===== src/rtl/core/ufold_pkg.sv =====
// Shared types, constants and folding functions for the UTF-8 search folding block.
package ufold_pkg;

    // Code point width: a four-byte lead carries three bits, so 21 bits in all.
    localparam int UF_CP_W   = 21;
    // Most code points that one input byte can release in a single transfer.
    localparam int UF_SLOTS  = 4;
    // Default depth of the queue between the front and back ends.
    localparam int UF_QDEPTH = 2;

    localparam logic [UF_CP_W-1:0] UF_MAX_CP = 21'h10FFFF;

    // Encoded length codes, stored as length minus one.
    typedef enum logic [1:0] {
        LEN_1 = 2'd0,
        LEN_2 = 2'd1,
        LEN_3 = 2'd2,
        LEN_4 = 2'd3
    } t_len;

    // One input item.
    typedef struct packed {
        logic [7:0] in_byte;
        logic       string_last;
    } t_in_item;

    // One result item.
    typedef struct packed {
        logic [7:0] out_byte;
        logic       byte_valid;
        logic       last_of_item;
        logic       end_of_string;
    } t_out_item;

    // Work for one input byte: folded code points in order, with keep bits.
    typedef struct packed {
        logic [UF_SLOTS-1:0][UF_CP_W-1:0] cp;
        t_len [UF_SLOTS-1:0]              len;
        logic [UF_SLOTS-1:0]              keep;
        logic                             eos;
    } t_pkt;

    // Continuation bytes that a lead byte asks for; zero when it is no lead.
    function automatic logic [1:0] lead_need(input logic [7:0] b);
        logic [1:0] n;
        n = 2'd0;
        if (b[7:5] == 3'b110) begin
            n = 2'd1;
        end else if (b[7:4] == 4'b1110) begin
            n = 2'd2;
        end else if (b[7:3] == 5'b11110) begin
            n = 2'd3;
        end
        return n;
    endfunction

    // Code points that vanish from the output: zero, combining marks and
    // anything beyond the Unicode range.
    function automatic logic cp_dropped(input logic [UF_CP_W-1:0] cp);
        logic d;
        d = (cp == '0)
            || (cp >= 21'h000300 && cp <= 21'h00036F)
            || (cp >= 21'h001AB0 && cp <= 21'h001AFF)
            || (cp >= 21'h001DC0 && cp <= 21'h001DFF)
            || (cp >= 21'h0020D0 && cp <= 21'h0020FF)
            || (cp >= 21'h00FE20 && cp <= 21'h00FE2F)
            || (cp > UF_MAX_CP);
        return d;
    endfunction

    // Latin-1 accented letters to their base letter, ASCII capitals to lower case.
    function automatic logic [UF_CP_W-1:0] fold_cp(input logic [UF_CP_W-1:0] cp);
        logic [UF_CP_W-1:0] r;
        r = cp;
        if (cp[UF_CP_W-1:8] == '0) begin
            case (cp[7:0]) inside
                [8'hC0:8'hC6], [8'hE0:8'hE5]: r = 21'h61;
                8'hC7, 8'hE7:                 r = 21'h63;
                [8'hC8:8'hCB], [8'hE8:8'hEB]: r = 21'h65;
                [8'hCC:8'hCF], [8'hEC:8'hEF]: r = 21'h69;
                8'hD1, 8'hF1:                 r = 21'h6E;
                [8'hD2:8'hD6], [8'hF2:8'hF6]: r = 21'h6F;
                [8'hD9:8'hDC], [8'hF9:8'hFC]: r = 21'h75;
                8'hDD, 8'hFD, 8'hFF:          r = 21'h79;
                [8'h41:8'h5A]:                r = cp + 21'h20;
                default:                      r = cp;
            endcase
        end
        return r;
    endfunction

    // Number of UTF-8 bytes needed for a code point.
    function automatic t_len enc_len(input logic [UF_CP_W-1:0] cp);
        t_len l;
        if (cp <= 21'h00007F) begin
            l = LEN_1;
        end else if (cp <= 21'h0007FF) begin
            l = LEN_2;
        end else if (cp <= 21'h00FFFF) begin
            l = LEN_3;
        end else begin
            l = LEN_4;
        end
        return l;
    endfunction

    // Byte number idx of the UTF-8 form of a code point.
    function automatic logic [7:0] enc_byte(input logic [UF_CP_W-1:0] cp,
                                            input t_len len,
                                            input logic [1:0] idx);
        logic [7:0] b;
        b = 8'h00;
        unique case (len)
            LEN_1: b = {1'b0, cp[6:0]};
            LEN_2: begin
                case (idx)
                    2'd0:    b = {3'b110, cp[10:6]};
                    default: b = {2'b10, cp[5:0]};
                endcase
            end
            LEN_3: begin
                case (idx)
                    2'd0:    b = {4'b1110, cp[15:12]};
                    2'd1:    b = {2'b10, cp[11:6]};
                    default: b = {2'b10, cp[5:0]};
                endcase
            end
            LEN_4: begin
                case (idx)
                    2'd0:    b = {5'b11110, cp[20:18]};
                    2'd1:    b = {2'b10, cp[17:12]};
                    2'd2:    b = {2'b10, cp[11:6]};
                    default: b = {2'b10, cp[5:0]};
                endcase
            end
            default: b = 8'h00;
        endcase
        return b;
    endfunction

endpackage


===== src/rtl/core/ufold_fifo.sv =====
// Short queue of decoded work between the front and back ends.
module ufold_fifo #(
    parameter int DEPTH = ufold_pkg::UF_QDEPTH
) (
    input  logic            i_clk,
    input  logic            i_rst_n,
    input  logic            i_wr_valid,
    input  ufold_pkg::t_pkt i_wr_data,
    output logic            o_wr_ready,
    output logic            o_rd_valid,
    output ufold_pkg::t_pkt o_rd_data,
    input  logic            i_rd_ready
);
    import ufold_pkg::*;

    localparam int PW = (DEPTH > 1) ? $clog2(DEPTH) : 1;
    localparam int CW = $clog2(DEPTH + 1);

    t_pkt            r_mem [DEPTH];
    logic [PW-1:0]   r_wr, n_wr;
    logic [PW-1:0]   r_rd, n_rd;
    logic [CW-1:0]   r_cnt, n_cnt;
    logic            wr_fire;
    logic            rd_fire;

    // Handshake on both sides.
    assign o_wr_ready = (r_cnt != CW'(DEPTH));
    assign o_rd_valid = (r_cnt != '0);
    assign o_rd_data  = r_mem[r_rd];
    assign wr_fire    = i_wr_valid && o_wr_ready;
    assign rd_fire    = o_rd_valid && i_rd_ready;

    // Pointer and fill count updates, wrapping at the depth.
    always_comb begin
        n_wr  = r_wr;
        n_rd  = r_rd;
        n_cnt = r_cnt;
        if (wr_fire) begin
            n_wr = (r_wr == PW'(DEPTH - 1)) ? '0 : r_wr + 1'b1;
        end
        if (rd_fire) begin
            n_rd = (r_rd == PW'(DEPTH - 1)) ? '0 : r_rd + 1'b1;
        end
        if (wr_fire && !rd_fire) begin
            n_cnt = r_cnt + 1'b1;
        end else if (rd_fire && !wr_fire) begin
            n_cnt = r_cnt - 1'b1;
        end
    end

    always_ff @(posedge i_clk) begin
        if (!i_rst_n) begin
            r_wr  <= '0;
            r_rd  <= '0;
            r_cnt <= '0;
        end else begin
            r_wr  <= n_wr;
            r_rd  <= n_rd;
            r_cnt <= n_cnt;
        end
    end

    // Storage needs no reset.
    always_ff @(posedge i_clk) begin
        if (wr_fire) begin
            r_mem[r_wr] <= i_wr_data;
        end
    end

endmodule


===== src/rtl/core/ufold_front.sv =====
// Front end: accepts text bytes, decodes UTF-8 and classifies the code points released.
module ufold_front (
    input  logic                i_clk,
    input  logic                i_rst_n,
    input  logic                i_in_valid,
    input  ufold_pkg::t_in_item i_in_item,
    output logic                o_in_ready,
    output logic                o_pkt_valid,
    output ufold_pkg::t_pkt     o_pkt,
    input  logic                i_pkt_ready
);
    import ufold_pkg::*;

    logic [7:0]          r_lead, n_lead;
    logic [7:0]          r_cont [2];
    logic [1:0]          r_count, n_count;
    logic                cont_we;
    logic                cont_idx;

    logic                fire;
    logic [7:0]          b;
    logic                last;
    logic                is_cont;
    logic                is_lead;
    logic [1:0]          need;
    logic                fresh_path;
    logic                complete;
    logic                flush_pre;
    logic                keep_b;
    logic [UF_CP_W-1:0]  full_cp;
    logic [7:0]          held [4];
    logic [7:0]          raw;
    logic [UF_CP_W-1:0]  slot_cp;
    logic                slot_keep;
    logic [UF_CP_W-1:0]  folded;
    t_pkt                pkt;

    assign fire       = i_in_valid && o_in_ready;
    assign o_in_ready = i_pkt_ready;
    assign b          = i_in_item.in_byte;
    assign last       = i_in_item.string_last;
    assign is_cont    = (b[7:6] == 2'b10);
    assign is_lead    = (lead_need(b) != 2'd0);
    assign need       = lead_need(r_lead);

    // Held bytes in arrival order; the fourth place is never a held byte.
    assign held[0] = r_lead;
    assign held[1] = r_cont[0];
    assign held[2] = r_cont[1];
    assign held[3] = 8'h00;

    // Classify the byte against the held sequence and work out the next state.
    always_comb begin
        fresh_path = (r_count == 2'd0) || !is_cont;
        complete   = !fresh_path && (r_count >= need);
        flush_pre  = 1'b0;
        keep_b     = 1'b0;
        n_lead     = r_lead;
        n_count    = r_count;
        cont_we    = 1'b0;
        cont_idx   = r_count[1];
        if (fresh_path) begin
            // Bad continuation (or nothing held): release all held bytes raw,
            // then take the byte from the empty state.
            flush_pre = (r_count != 2'd0);
            keep_b    = !is_lead || last;
            if (is_lead) begin
                n_lead = b;
            end
            n_count = (is_lead && !last) ? 2'd1 : 2'd0;
        end else if (complete) begin
            n_count = 2'd0;
        end else begin
            // Store the continuation; the end of the text flushes everything.
            cont_we   = 1'b1;
            flush_pre = last;
            keep_b    = last;
            n_count   = last ? 2'd0 : r_count + 2'd1;
        end
    end

    // Code point of a complete sequence.
    always_comb begin
        unique case (need)
            2'd1:    full_cp = {10'd0, r_lead[4:0], b[5:0]};
            2'd2:    full_cp = {5'd0, r_lead[3:0], r_cont[0][5:0], b[5:0]};
            default: full_cp = {r_lead[2:0], r_cont[0][5:0], r_cont[1][5:0], b[5:0]};
        endcase
    end

    // Lay the released code points out in slots, then drop, fold and size them.
    always_comb begin
        pkt     = '0;
        pkt.eos = last;
        for (int j = 0; j < UF_SLOTS; j++) begin
            raw       = (2'(j) == r_count) ? b : held[j];
            slot_cp   = {13'd0, raw};
            slot_keep = (2'(j) < r_count) ? flush_pre : ((2'(j) == r_count) && keep_b);
            if (complete) begin
                slot_cp   = full_cp;
                slot_keep = (j == 0);
            end
            folded      = fold_cp(slot_cp);
            pkt.cp[j]   = folded;
            pkt.len[j]  = enc_len(folded);
            pkt.keep[j] = slot_keep && !cp_dropped(slot_cp);
        end
    end

    // Only bytes that release output, or end the text, produce work.
    assign o_pkt_valid = i_in_valid && ((pkt.keep != '0) || last);
    assign o_pkt       = pkt;

    always_ff @(posedge i_clk) begin
        if (!i_rst_n) begin
            r_lead  <= 8'h00;
            r_count <= 2'd0;
        end else if (fire) begin
            r_lead  <= n_lead;
            r_count <= n_count;
        end
    end

    // Continuation store: written before it is read, so no reset.
    always_ff @(posedge i_clk) begin
        if (fire && cont_we) begin
            r_cont[cont_idx] <= b;
        end
    end

`ifndef SYNTHESIS
    // The end of the text always leaves the decoder empty.
    a_end_empties: assert property (@(posedge i_clk) disable iff (!i_rst_n)
        (fire && last) |=> (r_count == 2'd0))
        else $error("held bytes survive the end of the text");

    // Two held bytes only under a lead that wants at least two continuations.
    a_two_held: assert property (@(posedge i_clk) disable iff (!i_rst_n)
        (r_count == 2'd2) |-> (r_lead[7:4] == 4'b1110 || r_lead[7:3] == 5'b11110))
        else $error("two bytes held under a short lead");

    // Three held bytes only under a four-byte lead.
    a_three_held: assert property (@(posedge i_clk) disable iff (!i_rst_n)
        (r_count == 2'd3) |-> (r_lead[7:3] == 5'b11110))
        else $error("three bytes held under a lead that needs fewer");
`endif

endmodule


===== src/rtl/core/ufold_back.sv =====
// Back end: encodes queued code points as UTF-8 and sends them out one byte a transfer.
module ufold_back (
    input  logic                 i_clk,
    input  logic                 i_rst_n,
    input  logic                 i_pkt_valid,
    input  ufold_pkg::t_pkt      i_pkt,
    output logic                 o_pkt_ready,
    output logic                 o_out_valid,
    output ufold_pkg::t_out_item o_out_item,
    input  logic                 i_out_ready
);
    import ufold_pkg::*;

    logic [UF_SLOTS-1:0] r_done;
    logic [1:0]          r_bidx;
    logic                r_ovalid;
    t_out_item           r_out;

    logic [UF_SLOTS-1:0] remaining;
    logic [UF_SLOTS-1:0] cur_oh;
    logic [UF_SLOTS-1:0] rest;
    logic [1:0]          cur;
    logic                none_left;
    t_len                cur_len;
    logic                cp_done;
    logic                item_done;
    logic                load;
    t_out_item           nxt;

    // Pick the first code point of the head packet not yet sent.
    assign remaining = i_pkt.keep & ~r_done;
    assign none_left = (remaining == '0);

    always_comb begin
        cur = 2'd0;
        for (int j = UF_SLOTS - 1; j >= 0; j--) begin
            if (remaining[j]) begin
                cur = 2'(j);
            end
        end
    end

    assign cur_oh    = UF_SLOTS'(1) << cur;
    assign rest      = remaining & ~cur_oh;
    assign cur_len   = i_pkt.len[cur];
    assign cp_done   = (r_bidx == cur_len);
    assign item_done = none_left || (cp_done && (rest == '0));

    // Next result: a bare end marker when the packet carries no code point.
    always_comb begin
        nxt.out_byte      = none_left ? 8'h00 : enc_byte(i_pkt.cp[cur], cur_len, r_bidx);
        nxt.byte_valid    = !none_left;
        nxt.last_of_item  = item_done;
        nxt.end_of_string = item_done && i_pkt.eos;
    end

    // The output register loads from a queued packet when it is empty or being drained.
    assign load        = i_pkt_valid && (!r_ovalid || i_out_ready);
    assign o_pkt_ready = load && item_done;
    assign o_out_valid = r_ovalid;
    assign o_out_item  = r_out;

    always_ff @(posedge i_clk) begin
        if (!i_rst_n) begin
            r_done   <= '0;
            r_bidx   <= 2'd0;
            r_ovalid <= 1'b0;
        end else begin
            if (load) begin
                r_ovalid <= 1'b1;
                if (item_done) begin
                    r_done <= '0;
                    r_bidx <= 2'd0;
                end else if (cp_done) begin
                    r_done <= r_done | cur_oh;
                    r_bidx <= 2'd0;
                end else begin
                    r_bidx <= r_bidx + 2'd1;
                end
            end else if (i_out_ready) begin
                r_ovalid <= 1'b0;
            end
        end
    end

    always_ff @(posedge i_clk) begin
        if (load) begin
            r_out <= nxt;
        end
    end

`ifndef SYNTHESIS
    // A packet with nothing to send must be the end of the text.
    a_empty_is_end: assert property (@(posedge i_clk) disable iff (!i_rst_n)
        (i_pkt_valid && none_left) |-> i_pkt.eos)
        else $error("empty packet that does not end the text");

    // The byte counter never runs past the length of the code point in hand.
    a_bidx_in_range: assert property (@(posedge i_clk) disable iff (!i_rst_n)
        (i_pkt_valid && !none_left) |-> (r_bidx <= cur_len))
        else $error("byte index beyond encoded length");

    // A result without a byte is always the closing result of the text.
    a_marker_closes: assert property (@(posedge i_clk) disable iff (!i_rst_n)
        (r_ovalid && !r_out.byte_valid) |-> (r_out.last_of_item && r_out.end_of_string))
        else $error("byteless result that does not close the text");
`endif

endmodule


===== src/rtl/core/utf8_search_fold_top.sv =====
// Top level of the UTF-8 search folding block: front end, queue and back end.
//
//   Channel | Direction | Handshake                 | Payload
//   --------+-----------+---------------------------+-----------------------------
//   in      | input     | i_in_valid / o_in_ready   | i_in_item  (byte, end mark)
//   out     | output    | o_out_valid / i_out_ready | o_out_item (byte and flags)
//
// Each cycle the front end takes one byte unless the queue is full, and the back end
// sends one byte unless it has nothing queued or the receiver is not ready. A byte
// yields up to eight output bytes, and a silent last byte yields a bare end marker.
// The queue of QDEPTH packets lets the front end keep taking bytes; a full queue stalls it.
// Reset is synchronous and active low; it empties the queue and the decoder.
// The first result of a byte passes through the queue and then the output register.
module utf8_search_fold_top #(
    parameter int QDEPTH = ufold_pkg::UF_QDEPTH
) (
    input  logic                 i_clk,
    input  logic                 i_rst_n,
    input  logic                 i_in_valid,
    output logic                 o_in_ready,
    input  ufold_pkg::t_in_item  i_in_item,
    output logic                 o_out_valid,
    input  logic                 i_out_ready,
    output ufold_pkg::t_out_item o_out_item
);
    import ufold_pkg::*;

    logic fr_valid;
    logic fr_ready;
    t_pkt fr_pkt;
    logic bk_valid;
    logic bk_ready;
    t_pkt bk_pkt;

    // Decoder and classifier.
    ufold_front u_front (
        .i_clk       (i_clk),
        .i_rst_n     (i_rst_n),
        .i_in_valid  (i_in_valid),
        .i_in_item   (i_in_item),
        .o_in_ready  (o_in_ready),
        .o_pkt_valid (fr_valid),
        .o_pkt       (fr_pkt),
        .i_pkt_ready (fr_ready)
    );

    // Queue between the two halves.
    ufold_fifo #(
        .DEPTH (QDEPTH)
    ) u_fifo (
        .i_clk      (i_clk),
        .i_rst_n    (i_rst_n),
        .i_wr_valid (fr_valid),
        .i_wr_data  (fr_pkt),
        .o_wr_ready (fr_ready),
        .o_rd_valid (bk_valid),
        .o_rd_data  (bk_pkt),
        .i_rd_ready (bk_ready)
    );

    // Encoder and output register.
    ufold_back u_back (
        .i_clk       (i_clk),
        .i_rst_n     (i_rst_n),
        .i_pkt_valid (bk_valid),
        .i_pkt       (bk_pkt),
        .o_pkt_ready (bk_ready),
        .o_out_valid (o_out_valid),
        .o_out_item  (o_out_item),
        .i_out_ready (i_out_ready)
    );

endmodule


===== config.mk =====
export PLATFORM = sky130hd
export DESIGN_NAME = utf8_search_fold_top
export DESIGN_NICKNAME = d
export VERILOG_FILES = /design/src/rtl/core/ufold_pkg.sv /design/src/rtl/core/ufold_fifo.sv /design/src/rtl/core/ufold_front.sv /design/src/rtl/core/ufold_back.sv /design/src/rtl/core/utf8_search_fold_top.sv
export SDC_FILE = /design/constraint.sdc
export NUM_CORES = 1
export LEC_CHECK = 0
export ABC_AREA = 1
export CAP_MARGIN = 5
export CORE_ASPECT_RATIO = 0.7
export CORE_MARGIN = 5
export CORE_UTILIZATION = 40
export CTS_CLUSTER_DIAMETER = 100
export CTS_CLUSTER_SIZE = 40
export DETAILED_ROUTE_END_ITERATION = 6
export DONT_BUFFER_PORTS = 1
export GPL_TIMING_DRIVEN = 1
export PLACE_DENSITY_LB_ADDON = 0.25
export SYNTH_ARGS = -nofsm -noshare
export SYNTH_HDL_FRONTEND = slang
export SYNTH_SLANG_ARGS = --single-unit

===== constraint.sdc =====
create_clock -name i_clk -period 9.62 [get_ports i_clk]
set_input_delay 0.962 -clock i_clk [delete_from_list [all_inputs] [get_ports i_clk]]
set_output_delay 0.962 -clock i_clk [all_outputs]
set_load 0.05 [all_outputs]

==> results.yml, run 1 <==
status:
  outcome: "finished, final reports clean"
pwr:
  irDropWorstVdd_uv: 138
  clkPwrFrac_pct: 14.2
  p_int_mw: 2.08
  power_leakage_nw: 6.25
  power.switching_mw: 1.80
  p_per_area_nw_per_um2: 257
  p_comb_share_pct: 44.7
  switching_share_pct: 46.3
  pwr-share-seq_pct: 41.1
sta:
  final.setup_skew_ns: 0.0420
  finalSetupViolCount: 0
  rsz0062_at_grt: "false"
  tns_ns: 0
  fin_crit_sh_pct: 67.9
  max_freq_mhz: 153
  final_hold_viol_count: 0
  min_period_ns: 6.53
  drv_slew: 0
  tightest_slew_ns: 1.14
  max_slew_margin_pct: 23.4
global_routing:
  overflow: 0
  grt_pass1_vias: 11501
  grt_first_pass_wirelength_mm: 71.7
  grt_max_degree: 72
  antenna_found_initial: 0
  track_usage_pct: 23.2
setup_path:
  slowest_delay_ns: 0.88
  r2r_slack_ns: 3.09
  cp_top_family: "simple AND/OR/NAND/NOR gates"
  arrival_ns: 6.66
  cp-end-kind: "flop"
  worst_path_most_repeated_cell: "nand2_1"
  worstPathMaxFanout: 71
  crit_required_ns: 9.75
  cp_num_buf_inv: 4
  critPathSlowestCell: "buf_4"
  critPathKind: "flop to flop"
  start_kind: "flop"
layout:
  final_core_util_pct: 42.4
  layout-drive-gt1-share_pct: 5.85
  fin_nets: 1776
  syn2layout_area_growth_pct: 5.37
  num_antenna_cells: 0
routing:
  post-route-drc-count: 0
  antenna_left: 0
  vias_per_cell: 5.64
  first_pass_iters: 5
  first_iter_violations: 1267
  wl_mm: 47.4
  wire_per_inst_um: 21.3
  via_count: 12535
clock_tree:
  htree_levels: 1
  cts_setup_buffers: 0
  cts_tree: "done"
  postCtsHoldBufs: 0
  cts_root_buf: "clkbuf_16"
  clk_pin_slew_ns: 0.15
  clockBufferDepth: 3
  clk_latency_ns: 0.50
  cts_made_buffers: 10
  ctsResizeCount: 0
  numClockSinks: 243
synthesis:
  synth_warnings: 0
  syn_nets: 1804
  synth.yosys.seq_area_share_pct: 49.4
  yosysTopAreaCellShare_pct: 46.3
  yosys.cell_types.count: 50
  syn-mean-instance-area_um2: 8.10
  yosys.area.top_type: "edfxtp_1"
  ys_ff_latch: 243
  yosys.area_share.simple_pct: 28.2
  synthXorXnorAreaFrac_pct: 0.306
  synth_top_family_by_area: "simple AND/OR/NAND/NOR gates"
  synth_compound_area_share_pct: 11.6
  synth.area.mux_share_pct: 1.47
  syn_inst: 1768
  synth_area_leaders: "edfxtp_1 (46%), nand2_1 (10%), nor2_1 (7.4%)"
  synth_fa_ha_area_share_pct: 2.01
  syn_area_um2: 14300
placement:
  gp_congestion: 1.01
  dp_hpwl_mm: 35.6
  portBuffers: 0
floorplan:
  die_area_um2: 39800
  initial_core_util_pct: 40.2
  fp.coreArea_um2: 35600
  ioPinCount: 26
  die_y_um: 168
  die_x_um: 236
  num_rows: 58
run:
  maxCapViolations: 0
hold_path:
  holdCritPathClass: "flop to flop"
## power by group through the flow
stage / Clock [mW] / Sequential [mW] / Combinational, mW
2_1_floorplan: 0 / 1.59 / 1.11
3_3_place_gp: 0 / 1.62 / 1.68
3_5_place_dp: 0 / 1.62 / 1.69
4_1_cts: 0.564 / 1.60 / 1.69
5_1_grt: 0.603 / 1.61 / 1.91
6_report: 0.551 / 1.59 / 1.74
## synth_stat cells, drive strengths merged
cell     count
nand2      420
nor2       301
edfxtp     221
inv        195
o21ai      142
nand3      137
a21oi       73
nand4       43
o22ai       34
buf         29
clkbuf      23
ha          23
dfxtp       22
mux2i       21
nor3        21
o211ai      13
a31oi       11
o31ai        9
xor2         5
a211oi       4
clkinv       3
nand3b       3
nor4         3
o2111ai      2
o21a         2
o21bai       2
or2          2
a21boi       1
a21o         1
and2         1
or3          1
## cells by family after synthesis
family | after synthesis
AOI/OAI and AO/OA | 294
and+or+nand+nor | 932
DFF | 243
muxes | 21
xor gates and xnor gates | 5
buffers and inverters | 250
adders and majority gates | 23
## metal layers
metal  GRT usage (%)  up-vias  wire length (um)
met5               0        -                 0
met1            36.4     5982             22700
met3            8.27       40              5760
li1                -     5926                 -
met2            30.9      587             18300
met4            3.41        0               632
## stage by stage
stage	instance area, um2	total power [mW]	cells	hold slack, ns	setup slack, ns
final	15100	3.88	2224	0.476	3.09
after global placement	14800	3.30	2208	0.448	3.39
after global routing	15100	4.13	2224	0.502	2.70
after CTS	15100	3.85	2224	0.474	3.20
after detailed placement	14800	3.31	2208	0.454	3.24
after floorplan	14300	2.70	1768	0.426	1.92
## placed cells by master (no fill, tap or decap), types with 12 or more instances in the layout
master / n
nand2_1: 400
nor2_1: 283
edfxtp_1: 221
inv_1: 181
nand3_1: 132
o21ai_0: 118
a21oi_1: 69
nand4_1: 42
o22ai_1: 34
ha_1: 23
mux2i_1: 21
dfxtp_1: 21
o21ai_1: 20
nand2_2: 17
nor3_1: 16
inv_2: 13
buf_4: 12
## flip-flops by register name, indices dropped and copies added (netlist names), named ones only
register	flops
u_back.o_out_valid	1
u_front.r_cont	16
u_fifo.r_wr	1
u_fifo.r_rd	1
u_fifo.r_cnt	2
u_fifo.r_mem	194
u_front.r_lead	8
u_back.r_done	4
u_back.r_bidx	2
u_back.o_out_item	11
u_front.r_count	2
## final cells by class
type	count	area (um2)
Clock buffer	13	283
Clock inverter	3	42.5
Fill cell	3594	20500
Inverter	198	746
Multi-Input combinational cell	1275	6250
Sequential cell	243	7080
Tap cell	480	601
Timing Repair Buffer	12	90.1
## worst register-to-register path: cells and delay by family, from the launching register on
kind / cells / cell delay (ns)
fa+ha+maj: 2 / 0.68
simple gates: 18 / 3.44
buf+inv: 4 / 1.35
flops: 1 / 0.49
compound gates: 1 / 0.12
## path summary, 6_finish.rpt
path	start	to	cells past startpoint
setup / recovery	u_front.r_lead[7]	u_fifo.r_mem[0][9]	25
hold / removal	u_back.r_done[3]	u_back.r_done[3]	2
setup reg to reg	u_front.r_lead[7]	u_fifo.r_mem[0][9]	25
hold reg to reg	u_back.r_done[3]	u_back.r_done[3]	2
No activity file was read; power rests on OpenSTA's default activity.
==> inputs of run 2 (changes only) <==
==> constraint.sdc (replaced) <==
create_clock -name i_clk -period 6.2 [get_ports i_clk]
set_input_delay 0.62 -clock i_clk [delete_from_list [all_inputs] [get_ports i_clk]]
set_output_delay 0.62 -clock i_clk [all_outputs]
set_load 0.05 [all_outputs]
==> run 2 against run 1 <==
Global-route usage shrank 0.19 points. Hold slack lost 0.28 ns. Sequential share of layout area shrank 0.40 points. Total power grew 57%. Clock skew shrank 0.014 ns. Clock-buffer cell count decreased by 2. Utilization is 0.36 points higher. Sequential power rose by 55%. Critical endpoint is now u_fifo.r_mem[0][5]. Largest cell class unchanged. Largest power group unchanged.
==> results.yml, run 2 (synthesis gave the netlist of run 1 again) <==
layout:
  finalNonFillerCells: 2230
  syn2layout_area_growth_pct: 6.27
  num_antenna_cells: 0
  layout-drive-gt1-share_pct: 6.29
  largest_register_ffs: 194
  largest_register: "u_fifo.r_mem"
  layout_commonest_cell: "nand2_1"
  final_cell_mix: "nand2_1 (400), nor2_1 (283), edfxtp_1 (221), inv_1 (181), nand3_1 (132)"
  fin_nets: 1782
floorplan:
  initial_core_util_pct: 40.2
  fp.coreArea_um2: 35600
  die_x_um: 236
  num_rows: 58
  die_area_um2: 39800
  ioPinCount: 26
  die_y_um: 168
setup_path:
  start_kind: "flop"
  cp-end-kind: "flop"
  r2r_cells: 25
  cp-startpoint: "u_front.r_lead[7]"
  arrival_ns: 5.73
  r2r_slack_ns: 0.67
  crit_required_ns: 6.40
  worstPathMaxFanout: 51
  critPathKind: "flop to flop"
  reg2reg_from: "u_front.r_lead[7]"
clock_tree:
  htree_levels: 1
  clk_pin_slew_ns: 0.14
  clockBufferDepth: 3
  cts_setup_buffers: 0
  clk_latency_ns: 0.51
  postCtsHoldBufs: 0
  cts_made_buffers: 10
  cts_tree: "done"
  cts_root_buf: "clkbuf_16"
  numClockSinks: 243
  ctsResizeCount: 0
sta:
  finalSetupViolCount: 0
  fin_crit_sh_pct: 89.2
  min_period_ns: 5.53
  final.setup_skew_ns: 0.0278
  drv_slew: 0
  tightest_slew_ns: 1.03
  tns_ns: 0
  final_hold_viol_count: 0
  max_slew_margin_pct: 31.4
  rsz0062_at_grt: "false"
  max_freq_mhz: 181
  setup_ws_ns: 0.667
hold_path:
  holdPathStages: 0
  holdCritPathClass: "input pin to flop"
  hp-start: "i_in_item[8]"
global_routing:
  grt_first_pass_wirelength_mm: 71.1
  grtUsageMet1_pct: 37.0
  track_usage_pct: 23.0
  overflow: 0
  grt_max_degree: 52
  grt_pass1_vias: 11305
  grt-busiest-layer: "met1"
  use_met2_pct: 31.1
  gr-usage-met3_pct: 6.48
  antenna_found_initial: 0
placement:
  gp_congestion: 0.981
  dp.cells: 2214
  place_ws_ns: 0.772
  dp_hpwl_mm: 35.7
  portBuffers: 0
routing:
  first_iter_violations: 1518
  via_count: 12507
  vias_per_cell: 5.61
  wl_mm: 47.3
  wire_per_inst_um: 21.2
  first_pass_iters: 6
  antenna_left: 0
  post-route-drc-count: 0
pwr:
  power_leakage_nw: 6.31
  irDropWorstVdd_uv: 230
  p_per_area_nw_per_um2: 400
run:
  maxCapViolations: 0
status:
  outcome: "finished, final reports clean"
-- run 2: worst paths after layout --
check                               to
setup reg to reg    u_fifo.r_mem[0][5]
hold reg to reg       u_back.r_done[1]
setup / recovery    u_fifo.r_mem[0][5]
hold / removal    u_front.r_cont[1][7]
-- run 2: layer usage --
layer	part of all wire (%)	up-vias
met5	0.18	-
met4	1.2	2
met3	12	55
met2	39	672
met1	47	5847
li1	-	5931
-- run 2: per-stage QoR --
step	hold WS, ns	power, mW	instance area [um2]	utilization [%]
2_1_floorplan	0.426	4.18	14300	-
4_1_cts	0.191	6.03	15200	42.7
3_5_place_dp	0.446	5.15	14900	41.7
5_1_grt	0.185	6.44	15200	42.7
6_report	0.198	6.10	15200	42.7
3_3_place_gp	0.444	5.13	14900	41.7
-- run 2: critical path, cell delays in order, from the launching register on --
cell and delay (ns):
dfxtp_1 0.46, nand2_2 0.14, inv_2 0.19, o211ai_1 0.13, ha_1 0.32, nand2_1 0.09, nand3_2 0.18, nand2_4 0.53
nor2_1 0.16, nand2_1 0.19, nand2_2 0.18, inv_1 0.25, ha_1 0.35, nand3_1 0.15, nor2_1 0.18, nand3_1 0.09
nand2_1 0.09, nand2_1 0.05, nand2_1 0.06, inv_1 0.04, nor2_1 0.10, nand2_1 0.14, nand3_2 0.12, nand2_1 0.11
nor2_4 0.58, buf_12 0.28
-- run 2: layout make-up --
type | instances | area (um2)
clock buffers | 11 | 275
clock inverters | 5 | 71.3
fillers | 3610 | 20400
inverters | 198 | 746
multi-input cells | 1275 | 6250
flip-flops and latches | 243 | 7080
well taps | 480 | 601
repair buffers | 18 | 198
-- run 2: report_power, final --
group / total (mW) / internal [mW] / switching, mW
sequential: 2.46 / 2.21 / 0.255
clock: 0.901 / 0.382 / 0.519
combinational: 2.73 / 0.701 / 2.03
==> inputs of run 3 (changes only) <==
--- a/config.mk
+++ b/config.mk
@@ -7,7 +7,7 @@
 export LEC_CHECK = 0
 export ABC_AREA = 1
 export CAP_MARGIN = 5
-export CORE_ASPECT_RATIO = 0.7
+export CORE_ASPECT_RATIO = 1.75
 export CORE_MARGIN = 5
 export CORE_UTILIZATION = 40
 export CTS_CLUSTER_DIAMETER = 100
@@ -16,6 +16,7 @@
 export DONT_BUFFER_PORTS = 1
 export GPL_TIMING_DRIVEN = 1
 export PLACE_DENSITY_LB_ADDON = 0.25
+export SLEW_MARGIN = 20
 export SYNTH_ARGS = -nofsm -noshare
 export SYNTH_HDL_FRONTEND = slang
 export SYNTH_SLANG_ARGS = --single-unit
==> run 3 against run 2 <==
Critical path depth decreased by 2. Register-to-register slack better by 0.25 ns. Sequential share of layout area about the same. Cell count fell by 0.40%. Fmax increased by 4.7%. Global-route usage increased by 0.12 points. Utilization up 0.43 points. Non-clock buffer count rose by 7. Flip-flop and latch count is the same. Clock power decreased by 5.7%. Highest routed layer is now met4.
==> results.yml, run 3 (synthesis gave the netlist of run 1 again) <==
status:
  outcome: "finished, final reports clean"
layout:
  final_cell_mix: "nand2_1 (400), nor2_1 (283), edfxtp_1 (221), inv_1 (181), nand3_1 (132)"
  num_antenna_cells: 0
  largest_register_ffs: 194
  final_core_util_pct: 43.2
  num-fill-cells: 3603
  syn2layout_area_growth_pct: 6.34
  layout-drive-gt1-share_pct: 6.49
  layout_commonest_cell: "nand2_1"
  fin_nets: 1789
  largest_register: "u_fifo.r_mem"
floorplan:
  fp.coreArea_um2: 35300
  ioPinCount: 26
  die_area_um2: 39800
  die_y_um: 260
  num_rows: 91
  die_x_um: 153
  initial_core_util_pct: 40.6
clock_tree:
  cts_tree: "done"
  cts_made_buffers: 10
  cts_root_buf: "clkbuf_16"
  cts_setup_buffers: 0
  clk_pin_slew_ns: 0.13
  htree_levels: 1
  numClockSinks: 243
  clockBufferDepth: 3
  postCtsHoldBufs: 0
  clk_latency_ns: 0.52
  ctsResizeCount: 0
sta:
  drv_slew: 0
  fin_crit_sh_pct: 85.3
  min_period_ns: 5.29
  tightest_slew_ns: 0.946
  max_freq_mhz: 189
  rsz0062_at_grt: "false"
  tns_ns: 0
  final.setup_skew_ns: 0.0349
  final_hold_viol_count: 0
  max_slew_margin_pct: 36.3
  setup_ws_ns: 0.913
  finalSetupViolCount: 0
setup_path:
  reg2reg_to: "u_fifo.r_mem[0][61]"
  r2r_cells: 23
  r2r_slack_ns: 0.91
  worstPathMaxFanout: 42
  critPathSlowestCell: "nor2_4"
  crit_end: "u_fifo.r_mem[0][61]"
  cp_num_buf_inv: 3
  critPathKind: "flop to flop"
  arrival_ns: 5.49
  crit_required_ns: 6.40
  worst_path_most_repeated_cell: "nand2_1"
  reg2reg_from: "u_front.r_lead[7]"
  cp_top_family: "simple AND/OR/NAND/NOR gates"
  start_kind: "flop"
  cp.depth: 23
  slowest_delay_ns: 0.52
  path_cells: "nand2_2 > inv_2 > o211ai_1 > ha_1 > nand2_1 > nand3_2 > nand2_4 > buf_4 > nor2_1 > nor2_1 > nand2_1 > nor2_1 > nand3_1 > nand2_1 > nand2_1 > nand2_1 > nand2_1 > nor2_1 > nand2_1 > nand3_2 > nand2_1 > nor2_4 > buf_12"
  cp-startpoint: "u_front.r_lead[7]"
  cp-end-kind: "flop"
routing:
  first_iter_violations: 730
  post-route-drc-count: 0
  first_pass_iters: 6
  wl_mm: 46.8
  antenna_left: 0
  via_count: 12354
  wire_per_inst_um: 21.0
  vias_per_cell: 5.56
global_routing:
  track_usage_pct: 23.1
  grt_max_degree: 66
  antenna_found_initial: 0
  grt_pass1_vias: 12229
  overflow: 0
  grt_first_pass_wirelength_mm: 71.1
pwr:
  irDropWorstVdd_uv: 335
  p_per_area_nw_per_um2: 390
  power_leakage_nw: 6.33
placement:
  portBuffers: 0
  gp_congestion: 0.966
  place_ws_ns: 0.952
  dp_hpwl_mm: 36.6
run:
  maxCapViolations: 0
hold_path:
  holdCritPathClass: "input pin to flop"
[run 3: cell types whose count changed in the layout (fill, tap and decap cells not counted), sizes merged]
cell    before  now
buf         18   25
bufinv       1    0
clkbuf      11   13
clkinv       4    3
inv        198  197
[run 3: worst min-delay path by stage]
stage / to / slack (ns) / cells past startpoint / start
after global placement: u_back.r_done[1] / 0.44 / 2 / u_back.r_done[1]
after global routing: u_fifo.r_mem[1][0] / 0.19 / 0 / i_in_item[0]
after floorplan: u_back.r_done[0] / 0.43 / 2 / u_back.r_done[0]
final: u_fifo.r_mem[1][0] / 0.21 / 0 / i_in_item[0]
after detailed placement: u_back.r_done[1] / 0.45 / 2 / u_back.r_done[1]
after CTS: u_fifo.r_mem[1][0] / 0.19 / 0 / i_in_item[0]
[run 3: stage by stage]
step	cell area (um2)	cells	hold WS, ns	power [mW]
final	15200	2221	0.210	5.94
after global routing	15200	2221	0.189	6.31
after CTS	15200	2221	0.193	5.97
after detailed placement	14900	2206	0.448	5.13
after global placement	14900	2206	0.440	5.11
after floorplan	14300	1768	0.426	4.18
[run 3: final cells by class]
type                            instances  area [um2]  area share (%)
Clock buffer                           13         283            1.86
Tap cell                              465         582            3.82
Timing Repair Buffer                   25         250            1.64
Sequential cell                       243        7080            46.5
Inverter                              198         746            4.90
Multi-Input combinational cell       1275        6250            41.0
Clock inverter                          2        40.0           0.263
[run 3: power breakdown]
part           leakage, nW  switching, mW  internal [mW]
clock                0.157          0.505          0.345
combinational         3.91           1.92          0.717
sequential            2.27          0.246           2.21
total                 6.33           2.67           3.27
[run 3: per-layer routing]
metal | up-vias | track usage, % | routed length (um)
li1 | 5958 | - | -
met5 | - | 0 | 0
met3 | 136 | 2.01 | 1510
met2 | 362 | 44.7 | 25400
met4 | 0 | 14.4 | 3160
met1 | 5898 | 23.5 | 16700
